$ cat src/sv/fcs_pkg.sv
// Shared types, constants and codes of the FABRIK chain solver.
package fcs_pkg;

    localparam int MAX_JOINTS_DEF = 16;
    localparam int COORD_W        = 32;
    localparam int CFG_W          = 31;
    localparam int CFG_IDX_W      = 3;
    localparam int JIDX_W         = 4;
    localparam int ITER_W         = 8;
    localparam int STIFF_W        = 17;
    localparam logic [STIFF_W-1:0] STIFF_ONE = 17'd65536;
    localparam int SQ_W           = 64;
    localparam int ROOT_W         = 32;
    localparam int NUM_W          = 64;
    localparam int DEN_W          = 32;

    typedef logic signed [COORD_W-1:0] t_coord;

    // Configuration register indexes.
    typedef enum logic [CFG_IDX_W-1:0] {
        CFG_ENABLE = 3'd0,
        CFG_COUNT  = 3'd1,
        CFG_ITER   = 3'd2,
        CFG_TOL    = 3'd3,
        CFG_STIFF  = 3'd4
    } t_cfg_idx;

    // Input item function codes.
    localparam logic FUNC_LOAD  = 1'b0;
    localparam logic FUNC_SOLVE = 1'b1;

    typedef struct packed {
        logic   func;
        t_coord pos_x;
        t_coord pos_y;
        t_coord pos_z;
    } t_in_item;

    typedef struct packed {
        logic [JIDX_W-1:0] joint_index;
        t_coord            out_x;
        t_coord            out_y;
        t_coord            out_z;
        logic              converged;
        logic              last;
    } t_out_item;

    typedef enum logic [4:0] {
        S_IDLE, S_CP_RD, S_CP_WR, S_FA, S_FB, S_FC, S_RED,
        S_SQ0, S_SQ1, S_SQ2, S_SQ3, S_SQS, S_SQW, S_AFTER,
        S_PM, S_PD, S_PW, S_PWR, S_IT, S_RT_RD, S_RT_WR,
        S_OUT_RD, S_OUT_CAP, S_BM, S_BA, S_EMIT
    } t_state;

    typedef enum logic [1:0] {
        PH_SEG, PH_BACK, PH_FWD, PH_CHK
    } t_phase;

endpackage

$ cat src/sv/fcs_sqrt.sv
// Iterative integer square root, one result bit per cycle.
module fcs_sqrt (
    input  logic                        i_clk,
    input  logic                        i_rst_n,
    input  logic                        i_start,
    input  logic [fcs_pkg::SQ_W-1:0]    i_val,
    output logic                        o_done,
    output logic [fcs_pkg::ROOT_W-1:0]  o_root
);

    localparam int CNT_W = $clog2(fcs_pkg::ROOT_W);

    logic                       r_busy;
    logic [CNT_W-1:0]           r_cnt;
    logic [fcs_pkg::SQ_W-1:0]   r_v;
    logic [fcs_pkg::ROOT_W+1:0] r_rem;
    logic [fcs_pkg::ROOT_W-1:0] r_root;
    logic [fcs_pkg::ROOT_W+3:0] w_rem2;
    logic [fcs_pkg::ROOT_W+3:0] w_trial;
    logic                       w_ge;

    assign w_rem2  = {r_rem, r_v[fcs_pkg::SQ_W-1 -: 2]};
    assign w_trial = {2'b00, r_root, 2'b01};
    assign w_ge    = (w_rem2 >= w_trial);
    assign o_root  = r_root;

    always_ff @(posedge i_clk) begin
        if (!i_rst_n) begin
            r_busy <= 1'b0;
            o_done <= 1'b0;
            r_cnt  <= '0;
        end else begin
            o_done <= 1'b0;
            if (i_start) begin
                r_busy <= 1'b1;
                r_cnt  <= '0;
                r_v    <= i_val;
                r_rem  <= '0;
                r_root <= '0;
            end else if (r_busy) begin
                r_v    <= {r_v[fcs_pkg::SQ_W-3:0], 2'b00};
                r_rem  <= w_ge ? (fcs_pkg::ROOT_W+2)'(w_rem2 - w_trial)
                               : (fcs_pkg::ROOT_W+2)'(w_rem2);
                r_root <= {r_root[fcs_pkg::ROOT_W-2:0], w_ge};
                r_cnt  <= r_cnt + 1'b1;
                if (r_cnt == CNT_W'(fcs_pkg::ROOT_W - 1)) begin
                    r_busy <= 1'b0;
                    o_done <= 1'b1;
                end
            end
        end
    end

endmodule

$ cat config.mk
export PLATFORM = sky130hd
export DESIGN_NAME = fcs_sqrt
export DESIGN_NICKNAME = d
export VERILOG_FILES = /design/src/sv/fcs_pkg.sv /design/src/sv/fcs_sqrt.sv
export SDC_FILE = /design/constraint.sdc
export NUM_CORES = 1
export LEC_CHECK = 0
export BUFFER_PORTS_ARGS = -buffer_cell sky130_fd_sc_hd__buf_2
export CELL_PAD_IN_SITES_DETAIL_PLACEMENT = 1
export CELL_PAD_IN_SITES_GLOBAL_PLACEMENT = 1
export CORE_MARGIN = 2
export CORE_UTILIZATION = 50
export CTS_BUF_LIST = sky130_fd_sc_hd__clkbuf_16
export CTS_CLUSTER_DIAMETER = 200
export DETAILED_ROUTE_END_ITERATION = 10
export HOLD_SLACK_MARGIN = 0.05
export PLACE_DENSITY_LB_ADDON = 0.08
export SYNTH_ARGS = -nofsm -noshare
export SYNTH_HDL_FRONTEND = slang
export SYNTH_SLANG_ARGS = --single-unit
$ cat constraint.sdc
create_clock -name i_clk -period 8.9 [get_ports i_clk]
set_input_delay 0.89 -clock i_clk [delete_from_list [all_inputs] [get_ports i_clk]]
set_output_delay 0.89 -clock i_clk [all_outputs]
set_load 0.1 [all_outputs]
==> results of run 1 <==
[cells by family (layout without fill, tap and decap cells)]
group	Yosys count	in the layout	share of synthesized area
flip-flops	137	137	0.543
buffers and inverters	75	182	0.0410
AO/OA/AOI/OAI	135	135	0.118
multiplexers	65	65	0.0978
adder cells (fa/ha/maj)	36	36	0.0605
XOR/XNOR	26	26	0.0306
AND/OR/NAND/NOR	182	182	0.109
[worst paths after layout]
kind / end / slack, ns / depth (start not counted)
worst min-delay path: r_cnt[4] / 0.51 / 2
worst max register to register: r_rem[33] / 4.97 / 11
worst max-delay path: r_rem[33] / 4.97 / 11
worst min register to register: r_cnt[4] / 0.51 / 2
[metal layers]
metal | up-vias | track usage | part of all wire
met4 | 0 | 0.0840 | 0.021
li1 | 2580 | - | -
met5 | - | 0 | 0
met2 | 119 | 0.416 | 0.51
met3 | 32 | 0.0582 | 0.046
met1 | 2628 | 0.281 | 0.43
[per-stage QoR]
step                      power [uW]  hold WS (ns)  utilization  setup WS (ns)
after floorplan                 1170         0.467            -           4.08
after global placement          1260         0.483        0.556           5.08
after detailed placement        1280         0.500        0.556           4.97
after global routing            2070         0.560        0.596           4.66
final                           1980         0.513        0.596           4.97
after CTS                       1990         0.515        0.596           4.97
[critical path, cell delays in order, from the launching register on]
cell       delay [ns]
edfxtp_1         0.42
ha_1             0.42
a21oi_2          0.19
o211ai_1         0.12
a221oi_2         0.33
o211ai_2         0.23
a2111oi_4        0.42
o21ai_1          0.11
nand2_1          0.66
buf_4            0.35
nor4_1           0.07
a311o_1          0.34
[cell usage after synthesis, types with 4 or more instances]
cell type and count:
o21ai_0 17, nand2_1 65, a21oi_1 57, ha_1 36
and2_1 4, edfxtp_1 130, buf_2 7, a21o_1 13
o211ai_1 4, nor3_1 7, mux2_2 62, xnor2_1 17
nand2b_1 5, a211oi_1 6, o21a_1 6, dfxtp_1 7
nand4_1 8, clkbuf_1 17, xor2_1 9, inv_1 47
nand3_1 13, o21bai_1 4, and3_1 5, nor2_1 59
[power groups by stage]
stage,clock (uW),sequential (uW),combinational (uW)
2_1_floorplan,0,867,306
3_3_place_gp,0,807,453
3_5_place_dp,0,811,468
4_1_cts,715,799,478
5_1_grt,741,804,522
6_report,708,798,476
[final cells by class]
type	count	area, um^2
fillers	1554	5870
flip-flops and latches	137	4040
multi-input cells	444	3100
repair buffers	103	528
clock buffers	17	425
well taps	184	230
inverters	47	176
clock inverters	15	151
[registers in the layout, summed over array words and instances (netlist names)]
name and count:
r_rem 34, o_root 32, r_busy 1, r_cnt 5, r_v 64, o_done 1
==> flow_summary_export.csv, run 1 <==
group,metric,value,unit
outcome,status,"finished clean",
yosys,yosys.area.top_type,"edfxtp_1",
die,core_area,14500,um^2
yosys,netlist_area,7450,um^2
yosys,async_reset_ff_frac,0,
critical_path,cp-start-kind,"flop",
clock_network,clkSlewWorstSetupHoldPaths,0.06,ns
clock_network,post_cts_resized,0,
yosys,ys_warn_count,0,
detailed_routing,drtAntennaViolNets,0,
detailed_routing,dr.pass1.iters,4,
job,timing.max_cap.violations,0,
detailed_routing,drt_iter0_markers,342,
clock_network,cts_buffers,17,
yosys,synth-edff-count,130,
die,die_y,126,um
detailed_routing,vias_per_cell,5.66,
placement,post-dp-hpwl,12000,um
global_route,grtUsageTotal,0.236,
pwr,total_leakage_power,0.00354,uW
die,die_x,126,um
pwr,power_frac_clock,0.357,
clock_network,clkSinkCount,137,
detailed_routing,drc,0,
placement,globalplace.congestion,0.843,
die,start_util,0.512,
sta,hold_viol,0,
yosys,netlist.area_leader.share,0.524,
critical_path,critPathArrivalTime,4.10,ns
yosys,syn_nets,759,
cells_and_area,syn_to_final_growth,16.3,%
critical_path,required,9.08,ns
cells_and_area,drive_gt1_frac,0.269,
sta,finalCriticalPeriod,3.93,ns
die,num_io_pins,100,
cells_and_area,design_area,8660,um^2
sta,fmax,255,MHz
critical_path,critPathCaptureType,"flop",
clock_network,cts_hold_buffers,0,
global_route,grt_pass1_vias,5945,
global_route,gr-total-overflow,0,
sta,worst_slew_pin_slew,1.03,ns
sta,min_period_over_period,0.441,
clock_network,cts_root_buf,"clkbuf_16",
global_route,grt_pass1_wl,29800,um
cells_and_area,instances_no_fill,947,
critical_path,critPathMaxFanout,24,
yosys,synth_ff_type,"edfxtp_1",
sta,rsz0062_at_grt,"false",
hold_path,min-delay-start,"r_cnt[4]",
cells_and_area,final_cell_mix,"edfxtp_1 (130), buf_2 (98), nand2_1 (65)",
pwr,p_seq_frac,0.403,
hold_path,holdCritPathClass,"flop to flop",
placement,post-place-cells,915,
critical_path,crit_type,"flop to flop",
sta,finalSetupTns,0,ns
detailed_routing,num_vias,5359,
detailed_routing,post_drt_wl_per_cell,19.1,um
clock_network,htreeDepth,4,
sta,slew_viol_final,0,
pwr,power-per-cell-area,229,nW/um^2
yosys,synth_area_leaders,"edfxtp_1 (52%), mux2_2 (9.4%), ha_1 (6.0%)",
cells_and_area,num-nets-final,853,
clock_network,clk-insertion-delay-late,0.43,ns
critical_path,crit_start,"r_rem[11]",
pwr,p_sw_frac,0.315,
yosys,syn-instance-count,656,
yosys,synthDistinctLibCells,54,
sta,finalSetupViolations,0,
clock_network,clockBufferDepth,2,
cells_and_area,mostFrequentLayoutCell,"edfxtp_1",
pwr,p_int,1360,uW
clock_network,cts_tree,"yes",
clock_network,post_cts_buffers,0,
sta,fin_skew,0.00781,ns
detailed_routing,routed_wl,18100,um
global_route,antenna_found_initial,0,
die,dieArea,15900,um^2
placement,dpl-instance-area,8080,um^2
pwr,p_comb_frac,0.240,
critical_path,r2r_start,"r_rem[11]",
sta,relSlewSlack,0.314,
yosys,ys_ff_latch,137,
placement,numPortBuffers,99,
yosys,syn_avg_cell_area,11.4,um^2
die,rows,44,
pwr,irDropWorstVdd,0.000136,V
pwr,p_sw,625,uW
global_route,grt_max_degree,82,
yosys,synth_seq_area_share,0.543,
cells_and_area,diodes,0,
Note: power is estimated with default switching activity, not from simulation.
==> run 2: changes to the inputs <==
- ABC_AREA: default -> 1
- CORE_UTILIZATION: 50 -> 43
- clock period: 8.9 -> 3.9 ns (I/O delays scaled with it)
==> run 2 against run 1 <==
Against the previous run:
- combinational power rose by 150%
- worst setup slack got worse by 4.1 ns
- global-route usage fell by 1.4 points
- first-iteration DRC count fell by 17%
- synthesized cell count rose by 76%
- utilization fell by 8.8 points
- non-clock buffer count did not move
- clock skew rose by 0.0019 ns
- hold slack got worse by 0.29 ns
- cell count rose by 61%
- critical path type unchanged
==> flow_summary_export.csv, run 2 <==
group,metric,value,unit
sta,rsz0062_at_grt,"false",
yosys,synth-edff-count,130,
detailed_routing,drc,0,
die,die_x,145,um
hold_path,min-delay-start,"i_val[42]",
global_route,grtUsageTotal,0.222,
yosys,syn_avg_cell_area,7.45,um^2
hold_path,holdCritPathClass,"input port to flop",
sta,finalSetupViolations,0,
critical_path,r2r_setup_slack,0.92,ns
global_route,antenna_found_initial,2,
yosys,synth_area_leaders,"edfxtp_1 (46%), nand2_1 (23%), inv_1 (7.0%)",
clock_network,cts_tree,"yes",
yosys,synth_top_family_by_area,"simple AND/OR/NAND/NOR gates",
sta,setup_ws,0.920,ns
sta,min_period_over_period,0.764,
cells_and_area,largest_register,"r_v",
yosys,synth_adder_area_share,0.0525,
global_route,grt_pass1_vias,7757,
sta,hold_viol,0,
pwr,power-per-cell-area,467,nW/um^2
critical_path,required,4.18,ns
sta,relSlewSlack,0.315,
yosys,synth_compound_gate_area_share,0.0200,
detailed_routing,vias_per_cell,4.79,
cells_and_area,drive_gt1_frac,0.139,
detailed_routing,drt_iter0_markers,283,
critical_path,reg2reg_depth,14,
critical_path,critPathCaptureType,"flop",
outcome,status,"finished clean",
detailed_routing,post_drt_wl_per_cell,14.8,um
placement,globalplace.congestion,0.856,
yosys,netlist.area_leader.share,0.455,
pwr,p_sw,1610,uW
hold_path,hold_depth,3,
hold_path,hold_end,"r_v[42]",
yosys,yosys.area.top_type,"edfxtp_1",
die,num_io_pins,100,
cells_and_area,mostFrequentLayoutCell,"nand2_1",
clock_network,cts_root_buf,"clkbuf_16",
sta,slew_viol_final,0,
global_route,gr-total-overflow,0,
clock_network,post_cts_resized,0,
detailed_routing,routed_wl,22600,um
clock_network,htreeDepth,4,
clock_network,clkSinkCount,137,
die,start_util,0.439,
yosys,syn-instance-count,1152,
global_route,top_usage_layer,"met2",
placement,pre_cts_ws,0.914,ns
pwr,p_comb_frac,0.255,
critical_path,critPathArrivalTime,3.26,ns
pwr,power.total,4630,uW
pwr,p_sw_frac,0.348,
critical_path,reg2reg_to,"r_rem[21]",
die,core_area,19500,um^2
yosys,synth_seq_area_share,0.471,
global_route,use_met3,0.0475,
clock_network,cts_hold_buffers,0,
pwr,total_leakage_power,0.00506,uW
yosys,synth_most_common_cell,"nand2_1",
global_route,grtUsageMet2,0.387,
job,timing.max_cap.violations,0,
clock_network,clk-insertion-delay-late,0.43,ns
sta,fmax,336,MHz
yosys,async_reset_ff_frac,0,
die,rows,51,
critical_path,cp-start-kind,"flop",
detailed_routing,num_vias,7291,
clock_network,clkSlewWorstSetupHoldPaths,0.07,ns
yosys,synth_ff_type,"edfxtp_1",
detailed_routing,dr.pass1.iters,4,
critical_path,crit_type,"flop to flop",
placement,post-dp-hpwl,16400,um
pwr,irDropWorstVdd,0.000328,V
yosys,ys_warn_count,0,
yosys,synthSimpleGateAreaFrac,0.345,
clock_network,cts_buffers,17,
yosys,synth_commonest_cells,"nand2_1 (529), inv_1 (159), edfxtp_1 (130)",
sta,finalCriticalPeriod,2.98,ns
yosys,netlist_area,8580,um^2
yosys,synth_xor_area_frac,0.0194,
clock_network,post_cts_buffers,0,
sta,fin_skew,0.00975,ns
yosys,muxShareOfSynthArea,0,
cells_and_area,num-nets-final,1348,
pwr,p_int,3020,uW
cells_and_area,largest_reg_flops,64,
pwr,power_frac_clock,0.355,
critical_path,critPathMaxFanout,42,
clock_network,clockBufferDepth,2,
die,die_y,145,um
detailed_routing,drtAntennaViolNets,0,
sta,worst_slew_pin_slew,1.03,ns
sta,finalSetupTns,0,ns
global_route,grt_max_degree,114,
global_route,grt_pass1_wl,37700,um
yosys,ys_ff_latch,137,
global_route,use_met1,0.277,
yosys,syn_nets,1255,
cells_and_area,diodes,0,
critical_path,r2r_start,"o_root[21]",
yosys,synthDistinctLibCells,32,
pwr,p_seq_frac,0.391,
die,dieArea,21100,um^2
cells_and_area,final_cell_mix,"nand2_1 (529), inv_1 (160), edfxtp_1 (130)",
cells_and_area,syn_to_final_growth,15.6,%
placement,numPortBuffers,99,
## run 2: changes by cell type in the layout (fill, tap and decap cells not counted), moves of 14 or more
| cell | before | now |
|---|---|---|
| o21ai_0 | 17 | 3 |
| inv_1 | 48 | 160 |
| mux2_2 | 62 | 0 |
| nor2_2 | 0 | 24 |
| nor2_1 | 59 | 112 |
| a21oi_1 | 57 | 23 |
| nand2_1 | 65 | 529 |
## run 2: per-layer routing
layer  share of wire  routed length [um]  vias to the layer above
met5         0.00049                  11                        -
met4           0.018                 410                        2
met3           0.036                 822                       27
met2            0.49               11000                      109
met1            0.46               10300                     3415
li1                -                   -                     3738
## run 2: per-stage QoR
step           hold slack (ns)  instances  utilization  instance area [um^2]
6_report                 0.225       1523        0.508                  9910
5_1_grt                  0.218       1523        0.508                  9910
4_1_cts                  0.209       1523        0.508                  9910
3_5_place_dp             0.465       1491        0.478                  9330
3_3_place_gp             0.455       1491        0.478                  9330
2_1_floorplan            0.445       1152            -                  8590
## run 2: area by class of cell
type                       count  area [um^2]
sequential                   137         4040
inverter                     168          631
tap                          265          332
fill                        2534         9610
clock buffer                  17          425
multi-input combinational    818         3770
clock inverter                15          160
timing repair buffer         103          553
## run 2: cells by family (layout without fill, tap and decap cells)
kind of cell,after synthesis,in the layout
xor gates and xnor gates,19,19
and+or+nand+nor,731,731
buffers and inverters,197,303
adders and majority gates,36,36
AOI/OAI and AO/OA,32,32
DFF,137,137
## run 2: critical path, cell delays in order (launching register included)
cell	delay (ns)
edfxtp_1	0.41
inv_1	0.11
ha_1	0.28
nand2_1	0.13
inv_1	0.07
nand2_1	0.06
nand2_1	0.07
nand2_1	0.06
nand2_1	0.07
a21oi_1	0.21
nand4_4	0.63
buf_12	0.43
nand2_1	0.09
nand2_1	0.05
nor2_1	0.16
## run 2: worst max-delay path by stage
stage	from	end	slack, ns
6_report	o_root[21]	r_rem[21]	0.92
2_1_floorplan	i_start	o_root[0]	0.41
5_1_grt	o_root[21]	r_rem[21]	0.63
3_3_place_gp	o_root[24]	r_rem[12]	1.00
3_5_place_dp	r_rem[25]	r_rem[21]	0.91
4_1_cts	o_root[13]	r_rem[21]	0.89
## run 2: power groups by stage
stage / logic, uW / registers, uW / clock network [uW]
2_1_floorplan: 758 / 1970 / 0
3_3_place_gp: 1160 / 1830 / 0
3_5_place_dp: 1180 / 1840 / 0
4_1_cts: 1190 / 1810 / 1670
5_1_grt: 1330 / 1820 / 1730
6_report: 1180 / 1810 / 1640
