[config.mk]
export PLATFORM = sky130hd
export DESIGN_NAME = fcs_div
export DESIGN_NICKNAME = d
export VERILOG_FILES = /design/src/sv/fcs_pkg.sv /design/src/sv/fcs_div.sv
export SDC_FILE = /design/constraint.sdc
export NUM_CORES = 1
export LEC_CHECK = 0
export BUFFER_PORTS_ARGS = -buffer_cell sky130_fd_sc_hd__clkbuf_2
export CORE_AREA = 2 2 117 119
export DETAILED_ROUTE_END_ITERATION = 10
export DIE_AREA = 0 0 119 121
export PLACE_DENSITY = 0.82
export SKIP_CTS_REPAIR_TIMING = 1
export SLEW_MARGIN = 10
export SYNTH_ARGS = -nofsm -noshare
export SYNTH_HDL_FRONTEND = slang
export SYNTH_SLANG_ARGS = --single-unit
[constraint.sdc]
create_clock -name i_clk -period 11.4 [get_ports i_clk]
set_clock_uncertainty 0.2 [all_clocks]
set_input_delay 1.71 -clock i_clk [delete_from_list [all_inputs] [get_ports i_clk]]
set_output_delay 1.71 -clock i_clk [all_outputs]
set_load 0.05 [all_outputs]
[src/sv/fcs_pkg.sv]
// Shared types, constants and codes of the FABRIK chain solver.
package fcs_pkg;

    localparam int MAX_JOINTS_DEF = 16;
    localparam int COORD_W        = 32;
    localparam int CFG_W          = 31;
    localparam int CFG_IDX_W      = 3;
    localparam int JIDX_W         = 4;
    localparam int ITER_W         = 8;
    localparam int STIFF_W        = 17;
    localparam logic [STIFF_W-1:0] STIFF_ONE = 17'd65536;
    localparam int SQ_W           = 64;
    localparam int ROOT_W         = 32;
    localparam int NUM_W          = 64;
    localparam int DEN_W          = 32;

    typedef logic signed [COORD_W-1:0] t_coord;

    // Configuration register indexes.
    typedef enum logic [CFG_IDX_W-1:0] {
        CFG_ENABLE = 3'd0,
        CFG_COUNT  = 3'd1,
        CFG_ITER   = 3'd2,
        CFG_TOL    = 3'd3,
        CFG_STIFF  = 3'd4
    } t_cfg_idx;

    // Input item function codes.
    localparam logic FUNC_LOAD  = 1'b0;
    localparam logic FUNC_SOLVE = 1'b1;

    typedef struct packed {
        logic   func;
        t_coord pos_x;
        t_coord pos_y;
        t_coord pos_z;
    } t_in_item;

    typedef struct packed {
        logic [JIDX_W-1:0] joint_index;
        t_coord            out_x;
        t_coord            out_y;
        t_coord            out_z;
        logic              converged;
        logic              last;
    } t_out_item;

    typedef enum logic [4:0] {
        S_IDLE, S_CP_RD, S_CP_WR, S_FA, S_FB, S_FC, S_RED,
        S_SQ0, S_SQ1, S_SQ2, S_SQ3, S_SQS, S_SQW, S_AFTER,
        S_PM, S_PD, S_PW, S_PWR, S_IT, S_RT_RD, S_RT_WR,
        S_OUT_RD, S_OUT_CAP, S_BM, S_BA, S_EMIT
    } t_state;

    typedef enum logic [1:0] {
        PH_SEG, PH_BACK, PH_FWD, PH_CHK
    } t_phase;

endpackage

[src/sv/fcs_div.sv]
// Iterative restoring divider, one quotient bit per cycle.
module fcs_div (
    input  logic                       i_clk,
    input  logic                       i_rst_n,
    input  logic                       i_start,
    input  logic [fcs_pkg::NUM_W-1:0]  i_num,
    input  logic [fcs_pkg::DEN_W-1:0]  i_den,
    output logic                       o_done,
    output logic [fcs_pkg::NUM_W-1:0]  o_quo
);

    localparam int CNT_W = $clog2(fcs_pkg::NUM_W);

    logic                      r_busy;
    logic [CNT_W-1:0]          r_cnt;
    logic [fcs_pkg::NUM_W-1:0] r_num;
    logic [fcs_pkg::DEN_W-1:0] r_den;
    logic [fcs_pkg::DEN_W-1:0] r_rem;
    logic [fcs_pkg::DEN_W:0]   w_rem2;
    logic                      w_ge;

    assign w_rem2 = {r_rem, r_num[fcs_pkg::NUM_W-1]};
    assign w_ge   = (w_rem2 >= {1'b0, r_den});
    assign o_quo  = r_num;

    always_ff @(posedge i_clk) begin
        if (!i_rst_n) begin
            r_busy <= 1'b0;
            o_done <= 1'b0;
            r_cnt  <= '0;
        end else begin
            o_done <= 1'b0;
            if (i_start) begin
                r_busy <= 1'b1;
                r_cnt  <= '0;
                r_num  <= i_num;
                r_den  <= i_den;
                r_rem  <= '0;
            end else if (r_busy) begin
                // The numerator register fills with quotient bits from the bottom.
                r_rem  <= w_ge ? fcs_pkg::DEN_W'(w_rem2 - {1'b0, r_den})
                               : fcs_pkg::DEN_W'(w_rem2);
                r_num  <= {r_num[fcs_pkg::NUM_W-2:0], w_ge};
                r_cnt  <= r_cnt + 1'b1;
                if (r_cnt == CNT_W'(fcs_pkg::NUM_W - 1)) begin
                    r_busy <= 1'b0;
                    o_done <= 1'b1;
                end
            end
        end
    end

endmodule

==> impl_metrics.csv, run 1 <==
group,metric,value,unit
status,status,"complete, no violations",
logic_synthesis,syn_nets,740,
drt,highest_layer,"met4",
floorplan,initial_core_util,0.557,
placed_design,dp_cells,925,
logic_synthesis,synth_area,7290,um^2
placed_design,dp_hpwl,12.2,mm
drt,dr_wl_met3,1.28,mm
clock_tree,clockBufferDepth,2,
logic_synthesis,netlist_top_cells_area,"edfxtp_1 (53%), mux2_2 (9.9%), ha_1 (5.7%)",
sta,tightest_slew,880,ps
final_layout,final_area,8780,um^2
floorplan,die_h,121,um
drt,wirelength,17.1,mm
pwr,cellLeakagePower,3.68,nW
pwr,power_frac_seq,0.422,
sta,setup_tns,0,ps
drt,vias_per_cell,5.61,
final_layout,stdcell_count,957,
pwr,ir_drop,0.174,mV
clock_tree,clk_pin_slew,60,ps
drt,first_pass_iters,4,
setup_path,cpPeakStageDelay,730,ps
global_routing,antenna_found_initial,0,
drt,wl_per_cell,17.9,um
logic_synthesis,synth_ff_type,"edfxtp_1",
pwr,p_comb_frac,0.237,
global_routing,grt_pass1_wl,26.9,mm
setup_path,critPathBufInv,0,
final_layout,drive_above_1_share,0.355,
global_routing,grt_max_degree,69,
drt,ant_nets,0,
sta,fin_ws,7640,ps
placed_design,dpl-instance-area,8240,um^2
pwr,internal-power,1.02,mW
sta,max_freq,0.266,GHz
logic_synthesis,syn_avg_cell_area,12.0,um^2
pwr,p_sw_frac,0.304,
setup_path,cp.required,11380,ps
final_layout,nets,901,
clock_tree,clkSinkCount,136,
placed_design,portBuffers,163,
logic_synthesis,syn_inst,607,
sta,fin_crit_sh,0.330,
logic_synthesis,synth.most_common_cell,"edfxtp_1",
global_routing,grt.total_usage,0.243,
final_layout,area_growth,20.4,%
setup_path,path_class,"register to register",
clock_tree,cts-root-buf,"clkbuf_16",
logic_synthesis,yosysWarnings,0,
drt,drt_iter0_markers,365,
clock_tree,cts_buffers,17,
sta,drv_slew,0,
setup_path,slowest_stage,"a31oi_4",
setup_path,cp.arrival,3730,ps
drt,drc,0,
clock_tree,cts_htree_levels,4,
pwr,p_switching,0.443,mW
logic_synthesis,yosys.area.top_type,"edfxtp_1",
drt,vias,5373,
clock_tree,cts_tree,"yes",
setup_path,cp-end-kind,"register",
global_routing,grt_pass1_vias,5389,
floorplan,ios,164,
logic_synthesis,synth_common_cells,"edfxtp_1 (128), nand2_1 (68), mux2_2 (64)",
run,maxCapViolCount,0,
clock_tree,clk_latency,430,ps
final_layout,diodes,0,
logic_synthesis,ys_seq_elements,136,
floorplan,rows,42,
sta,setup_violations,0,
sta,max_slew_margin,0.413,
pwr,clockPowerShare,0.341,
min_path,hold_path_class,"register to register",
final_layout,finalCoreUtilization,0.671,
drt,wl_met2,8.75,mm
pwr,power_density,166,nW/um^2
setup_path,cpMostUsedCell,"a21oi_2",
drt,wl_met1,6.63,mm
setup_path,cp_max_fo,28,
floorplan,die_w,119,um
logic_synthesis,synth_edf_count,128,
floorplan,dieArea,14400,um^2
setup_path,setup.worst_path.start_class,"register",
setup_path,crit_chain,"ha_1, a21o_1, a21oi_2, a21oi_2, o32ai_4, a22oi_2, a211o_2, a31oi_4, nor4b_1, a311o_1",
sta,min_period,3760,ps
sta,finalHoldViolCount,0,
logic_synthesis,synth_top_area_frac,0.527,
setup_path,path_delay_family,"compound AO/OA/AOI/OAI gates",
placed_design,place_ws,7390,ps
logic_synthesis,async_flop_share,0,
logic_synthesis,ys_seq_area_frac,0.549,
placed_design,gp_congestion,0.886,
sta,rsz0062_at_grt,"false",
floorplan,core_area,13100,um^2
global_routing,grt_overflow_total,0,
logic_synthesis,ys_types,55,
[routing by layer]
layer,up-vias,track usage
met4,0,0.102
li1,2579,-
met2,186,0.420
met5,-,0
met3,34,0.0912
met1,2574,0.270
[kinds of logic after synthesis]
| kind of cell | after synthesis | share of synthesized area |
|---|---|---|
| flops | 136 | 0.549 |
| fa+ha+maj | 34 | 0.0594 |
| xor+xnor | 28 | 0.0336 |
| compound gates | 141 | 0.132 |
| buf+inv | 61 | 0.0350 |
| mux | 67 | 0.103 |
| simple gates | 140 | 0.0874 |
[worst reg2reg max path, delay by kind of cell, from the launching register on]
family	cells	cell delay, ps
adders and majority gates	1	370
DFF	1	380
AOI/OAI and AO/OA	8	2440
and+or+nand+nor	1	110
[final timing paths]
path                            depth (start not counted)  slack, ps     start   endpoint
worst min-delay path                                    2        310  r_cnt[5]   r_cnt[5]
worst max-delay path                                   10       7640  r_rem[2]  r_rem[31]
worst min register to register                          2        310  r_cnt[5]   r_cnt[5]
worst max register to register                         10       7640  r_rem[2]  r_rem[31]
[sequential cells by signal (all words and copies together) (netlist names)]
signal and flops:
o_quo 64, r_rem 32, r_den 32, r_busy 1, o_done 1, r_cnt 6
[layout by cell type, fill, tap and decap left out, types with 8 or more instances in the layout]
master     count
nand3_1        9
mux2_2        64
clkbuf_16     17
dfxtp_1        8
inv_1         37
nand2_1       68
nor2_1        27
a21o_1        11
xnor2_1       12
ha_1          33
xor2_1        16
a21oi_1       60
o21bai_1       8
clkbuf_2     162
edfxtp_1     128
o21ai_0       17
[final cells by class]
| class | instances | area, um^2 |
|---|---|---|
| Fill cell | 963 | 4310 |
| Sequential cell | 136 | 4000 |
| Multi-Input combinational cell | 410 | 3040 |
| Timing Repair Buffer | 166 | 841 |
| Clock buffer | 22 | 464 |
| Tap cell | 176 | 220 |
| Inverter | 37 | 139 |
| Clock inverter | 10 | 72.6 |
[metrics by stage]
step	hold WS (ps)	power (mW)
after floorplan	258	0.889
final	311	1.46
after CTS	310	1.46
after global routing	322	1.52
after detailed placement	303	0.966
after global placement	267	0.954
[power groups by stage]
stage | logic (mW) | registers, mW | clock network (mW)
6_report | 0.345 | 0.616 | 0.498
2_1_floorplan | 0.218 | 0.671 | 0
3_3_place_gp | 0.330 | 0.624 | 0
4_1_cts | 0.344 | 0.616 | 0.504
5_1_grt | 0.375 | 0.620 | 0.524
3_5_place_dp | 0.341 | 0.625 | 0
Note: power is estimated with default switching activity, not from simulation.
==> run 2, diff against run 1 <==
--- a/config.mk
+++ b/config.mk
@@ -5,11 +5,12 @@
 export SDC_FILE = /design/constraint.sdc
 export NUM_CORES = 1
 export LEC_CHECK = 0
+export ABC_AREA = 1
 export BUFFER_PORTS_ARGS = -buffer_cell sky130_fd_sc_hd__clkbuf_2
-export CORE_AREA = 2 2 117 119
+export CORE_AREA = 2 2 127 129
 export DETAILED_ROUTE_END_ITERATION = 10
-export DIE_AREA = 0 0 119 121
-export PLACE_DENSITY = 0.82
+export DIE_AREA = 0 0 129 131
+export PLACE_DENSITY = 0.79
 export SKIP_CTS_REPAIR_TIMING = 1
 export SLEW_MARGIN = 10
 export SYNTH_ARGS = -nofsm -noshare
==> constraint.sdc (replaced) <==
create_clock -name i_clk -period 3.6 [get_ports i_clk]
set_clock_uncertainty 0.2 [all_clocks]
set_input_delay 0.54 -clock i_clk [delete_from_list [all_inputs] [get_ports i_clk]]
set_output_delay 0.54 -clock i_clk [all_outputs]
set_load 0.05 [all_outputs]
==> run 2 against run 1 <==
  * Area after synthesis up 17%
  * Flip-flop and latch count unchanged
  * Synthesized cell count up 88%
  * Critical endpoint is now r_rem[24]
  * Largest cell class unchanged
  * Largest power group unchanged
==> impl_metrics.csv, run 2 <==
group,metric,value,unit
status,status,"complete, no violations",
setup_path,setup.worst_path.start_class,"register",
setup_path,cpMostUsedCell,"nand2_1",
global_routing,grt.total_usage,0.269,
pwr,ir_drop,0.379,mV
final_layout,stdcell_count,1536,
final_layout,drive_above_1_share,0.179,
logic_synthesis,syn_inst,1141,
sta,whs,79.4,ps
floorplan,dieArea,16900,um^2
sta,fin_crit_sh,0.756,
drt,wl_per_cell,13.9,um
drt,vias_per_cell,4.85,
final_layout,layout_common_cells,"nand2_1 (494), inv_1 (199), clkbuf_2 (163)",
placed_design,gp_congestion,0.972,
setup_path,cp.arrival,2700,ps
sta,tightest_slew,732,ps
placed_design,dpl-instance-area,9510,um^2
drt,wirelength,21.4,mm
clock_tree,clockBufferDepth,2,
logic_synthesis,synth_area,8510,um^2
sta,max_freq,0.368,GHz
logic_synthesis,synth_edf_count,128,
setup_path,crit_chain,"ha_1, nand2_2, inv_1, nand2_1, nand2_1, nand2_1, nand2_1, nand2_1, nand3_2, nor2_8, nand2_8, nor2_1, nor2_2",
sta,min_period,2720,ps
logic_synthesis,ys_seq_area_frac,0.471,
floorplan,die_w,129,um
drt,ant_nets,0,
floorplan,rows,46,
final_layout,largest_reg_flops,64,
setup_path,cp.required,3580,ps
sta,setup_violations,0,
setup_path,cpPeakStageDelay,420,ps
placed_design,dp_cells,1504,
global_routing,antenna_found_initial,0,
setup_path,slowest_stage,"edfxtp_1",
logic_synthesis,synth_ff_type,"edfxtp_1",
pwr,power_density,524,nW/um^2
drt,vias,7457,
sta,finalHoldViolCount,0,
drt,drc,0,
setup_path,cp-end-kind,"register",
logic_synthesis,synth_top_area_frac,0.452,
sta,drv_slew,0,
floorplan,ios,164,
global_routing,grt_overflow_total,0,
setup_path,path_class,"register to register",
drt,first_pass_iters,5,
logic_synthesis,synth_common_cells,"nand2_1 (495), inv_1 (199), edfxtp_1 (128)",
clock_tree,cts_buffers,17,
clock_tree,cts-root-buf,"clkbuf_16",
clock_tree,clkSinkCount,136,
floorplan,initial_core_util,0.545,
run,maxCapViolCount,0,
sta,rsz0062_at_grt,"false",
global_routing,grt_pass1_vias,7396,
logic_synthesis,netlist_top_cells_area,"edfxtp_1 (45%), nand2_1 (22%), inv_1 (8.8%)",
floorplan,core_area,15600,um^2
logic_synthesis,ys_types,36,
sta,setup_tns,0,ps
logic_synthesis,syn_avg_cell_area,7.46,um^2
logic_synthesis,ys_seq_elements,136,
final_layout,area_growth,18.4,%
clock_tree,cts_tree,"yes",
min_path,hold_path_class,"input port to register",
logic_synthesis,yosysWarnings,0,
final_layout,nets,1440,
pwr,cellLeakagePower,5.39,nW
placed_design,portBuffers,163,
clock_tree,cts_htree_levels,4,
clock_tree,clk_latency,430,ps
final_layout,diodes,0,
placed_design,dp_hpwl,16.1,mm
logic_synthesis,async_flop_share,0,
final_layout,final_area,10100,um^2
global_routing,grt_max_degree,57,
final_layout,final_common_cell,"nand2_1",
drt,drt_iter0_markers,508,
sta,max_slew_margin,0.512,
setup_path,cp_max_fo,24,
logic_synthesis,yosys.area.top_type,"edfxtp_1",
global_routing,grt_pass1_wl,35.2,mm
logic_synthesis,syn_nets,1274,
floorplan,die_h,131,um
logic_synthesis,synth.most_common_cell,"nand2_1",
clock_tree,clk_pin_slew,60,ps
final_layout,finalCoreUtilization,0.646,
run 2: final timing paths:
| check | endpoint | slack, ps | cells past startpoint | from |
|---|---|---|---|---|
| max | r_rem[24] | 880 | 13 | r_rem[18] |
| min | r_den[26] | 80 | 1 | i_den[26] |
| max reg2reg | r_rem[24] | 880 | 13 | r_rem[18] |
| min reg2reg | r_cnt[5] | 260 | 1 | r_cnt[5] |
run 2: layout make-up:
| type | instances | area, um^2 |
|---|---|---|
| inverter | 203 | 762 |
| multi-input combinational | 777 | 3590 |
| timing repair buffer | 172 | 883 |
| tap | 216 | 270 |
| clock buffer | 20 | 437 |
| fill | 1420 | 5530 |
| clock inverter | 12 | 126 |
| sequential | 136 | 4000 |
run 2: power breakdown:
part	switching (mW)	total (mW)	internal, mW
clock	0.682	1.70	1.01
sequential	0.0791	2.01	1.93
combinational	1.09	1.57	0.477
run 2: metal layers:
metal	GRT usage	vias up	routed length [um]
met5	0	-	0
met4	0.113	0	622
met3	0.0582	45	1300
met2	0.462	240	10200
met1	0.332	3349	9200
li1	-	3823	-
run 2: metrics by stage:
stage                     worst slack [ps]  power, mW
after detailed placement               879       3.59
after global routing                   645       5.56
final                                  879       5.27
after CTS                              870       5.29
after floorplan                        666       3.22
after global placement                 901       3.57
run 2: cell families after synthesis:
logic type	after synthesis	share of synthesized area
AO/OA/AOI/OAI	28	0.0168
XOR/XNOR	15	0.0154
adder cells (fa/ha/maj)	34	0.0509
buffers and inverters	228	0.109
flip-flops	136	0.471
AND/OR/NAND/NOR	700	0.338
run 2: worst max-delay path, delay by kind of cell (launching register included):
kind                     cells  cell delay [ps]
adder cells (fa/ha/maj)      1              390
AND/OR/NAND/NOR             11             1430
buffers and inverters        1               50
flip-flops                   1              420
==> run 3, diff against run 2 <==
--- a/config.mk
+++ b/config.mk
@@ -5,11 +5,11 @@
 export SDC_FILE = /design/constraint.sdc
 export NUM_CORES = 1
 export LEC_CHECK = 0
-export ABC_AREA = 1
+export ABC_AREA = 0
 export BUFFER_PORTS_ARGS = -buffer_cell sky130_fd_sc_hd__clkbuf_2
-export CORE_AREA = 2 2 127 129
+export CORE_AREA = 2 2 119 121
 export DETAILED_ROUTE_END_ITERATION = 10
-export DIE_AREA = 0 0 129 131
+export DIE_AREA = 0 0 121 123
 export PLACE_DENSITY = 0.79
 export SKIP_CTS_REPAIR_TIMING = 1
 export SLEW_MARGIN = 10
==> constraint.sdc (replaced) <==
create_clock -name i_clk -period 2.65 [get_ports i_clk]
set_clock_uncertainty 0.2 [all_clocks]
set_input_delay 0.3975 -clock i_clk [delete_from_list [all_inputs] [get_ports i_clk]]
set_output_delay 0.3975 -clock i_clk [all_outputs]
set_load 0.05 [all_outputs]
==> run 3 against run 2 <==
  * The flow now finishes with violations (setup timing)
  * Combinational power is 33% higher
  * Wire length down 6.7%
  * Non-clock buffer count is 120 higher
  * Clock power increased by 31%
  * Flip-flop and latch count is the same
  * Critical path depth decreased by 1
  * Register-to-register slack got worse by 1300 ps
  * Maximum frequency decreased by 13%
  * First-iteration DRC count decreased by 36%
  * Sequential share of layout area shrank 0.71 points
  * Clock-buffer cell count shrank 1
  * Critical path type unchanged
  * Largest power group unchanged
  * Highest routed layer unchanged
==> impl_metrics.csv, run 3 (synthesis results as in run 1) <==
group,metric,value,unit
status,status,"finished, violations left",
status,violations,"setup timing",
setup_path,path_class,"register to register",
setup_path,cp_max_fo,14,
floorplan,die_w,121,um
drt,wirelength,19.9,mm
placed_design,portBuffers,163,
final_layout,layout_common_cells,"clkbuf_2 (162), edfxtp_1 (128), buf_4 (87)",
drt,drc,0,
min_path,hold_path_class,"input port to register",
global_routing,grt_overflow_total,0,
clock_tree,cts_htree_levels,4,
clock_tree,cts_buffers,17,
final_layout,final_common_cell,"clkbuf_2",
pwr,ir_drop,0.534,mV
setup_path,cp.arrival,3090,ps
final_layout,seqCellArea,4000,um^2
sta,fin_crit_sh,1.18,
clock_tree,clk_pin_slew,60,ps
final_layout,area_growth,40.6,%
drt,vias_per_cell,5.60,
pwr,power_density,680,nW/um^2
setup_path,setup.worst_path.start_class,"register",
floorplan,dieArea,14900,um^2
final_layout,largest_reg_flops,64,
sta,fin_ws,-464,ps
drt,ant_nets,0,
setup_path,cp.required,2630,ps
global_routing,grt.total_usage,0.253,
setup_path,r2r_setup_slack,-460,ps
global_routing,grt_pass1_vias,5932,
sta,tightest_slew,460,ps
final_layout,fillCellCount,877,
floorplan,core_area,13600,um^2
clock_tree,clk_latency,430,ps
pwr,cellLeakagePower,4.37,nW
global_routing,grt_pass1_wl,28.9,mm
final_layout,stdcell_count,1087,
sta,rsz0062_at_grt,"true",
drt,drt_iter0_markers,325,
sta,setup_violations,33,
final_layout,drive_above_1_share,0.471,
global_routing,antenna_found_initial,0,
clock_tree,cts_tree,"yes",
run,maxCapViolCount,0,
sta,min_period,3110,ps
drt,first_pass_iters,5,
floorplan,die_h,123,um
sta,setup_tns,-12690,ps
drt,wl_per_cell,18.3,um
floorplan,initial_core_util,0.536,
drt,vias,6083,
setup_path,cp-end-kind,"register",
global_routing,grt_max_degree,51,
placed_design,gp_congestion,0.966,
clock_tree,clkSinkCount,136,
sta,finalHoldViolCount,0,
clock_tree,cts-root-buf,"clkbuf_16",
floorplan,ios,164,
clock_tree,clockBufferDepth,2,
final_layout,diodes,0,
floorplan,rows,43,
final_layout,nets,1027,
sta,max_slew_margin,0.694,
placed_design,dp_cells,1018,
sta,max_freq,0.321,GHz
final_layout,multiInputGateArea,3360,um^2
sta,drv_slew,0,
placed_design,dp_hpwl,13.3,mm
## run 3: cell count changes in the layout (fill, tap and decap cells not counted), moves of 41 or more
cell     before  now
buf_4         9   87
inv_1       199   34
mux2_2        0   63
nand2_1     494   55
nand3_1      48    7
nor2_1      102   20
## run 3: where the power goes
part / internal (mW) / switching [mW]
sequential: 2.56 / 0.0852
combinational: 0.925 / 1.16
clock: 1.30 / 0.931
total: 4.79 / 2.18
## run 3: critical path, stage by stage (launching register included)
cell      delay, ps
edfxtp_1        430
ha_4            270
buf_4           140
nand3_2          80
o21bai_4        120
a21oi_2          90
o32ai_4         300
a22oi_2         130
a211o_2         360
a31oi_4         320
buf_8           210
or3b_4          140
a21oi_2          40
## run 3: per-stage QoR
step / worst slack [ps] / cell area, um^2 / utilization / total power, mW / hold WS [ps]
after floorplan: -451 / 7370 / - / 3.85 / 258
after global placement: -363 / 9020 / 0.663 / 4.41 / 268
after detailed placement: -447 / 9020 / 0.663 / 4.47 / 298
after CTS: -495 / 9570 / 0.703 / 6.71 / -71.8
after global routing: -566 / 10300 / 0.753 / 7.24 / 62.3
final: -464 / 10300 / 0.753 / 6.97 / 67.6
## run 3: worst paths after layout
path,start,end,cells after the start
worst min register to register,r_cnt[5],r_cnt[5],2
worst min-delay path,i_num[24],o_quo[24],2
worst max-delay path,r_rem[2],r_rem[28],12
worst max register to register,r_rem[2],r_rem[28],12
## run 3: final cells by class
| cell class | count | area share |
|---|---|---|
| Multi-Input combinational cell | 410 | 0.328 |
| Clock inverter | 13 | 0.0117 |
| Timing Repair Buffer | 292 | 0.192 |
| Inverter | 37 | 0.0135 |
| Tap cell | 180 | 0.0220 |
| Sequential cell | 136 | 0.391 |
| Clock buffer | 19 | 0.0422 |
## run 3: routing by layer
layer | GRT usage | wire, um
met5 | 0.0139 | 0
met4 | 0.0974 | 534
met3 | 0.0816 | 1260
met2 | 0.445 | 10500
met1 | 0.285 | 7660
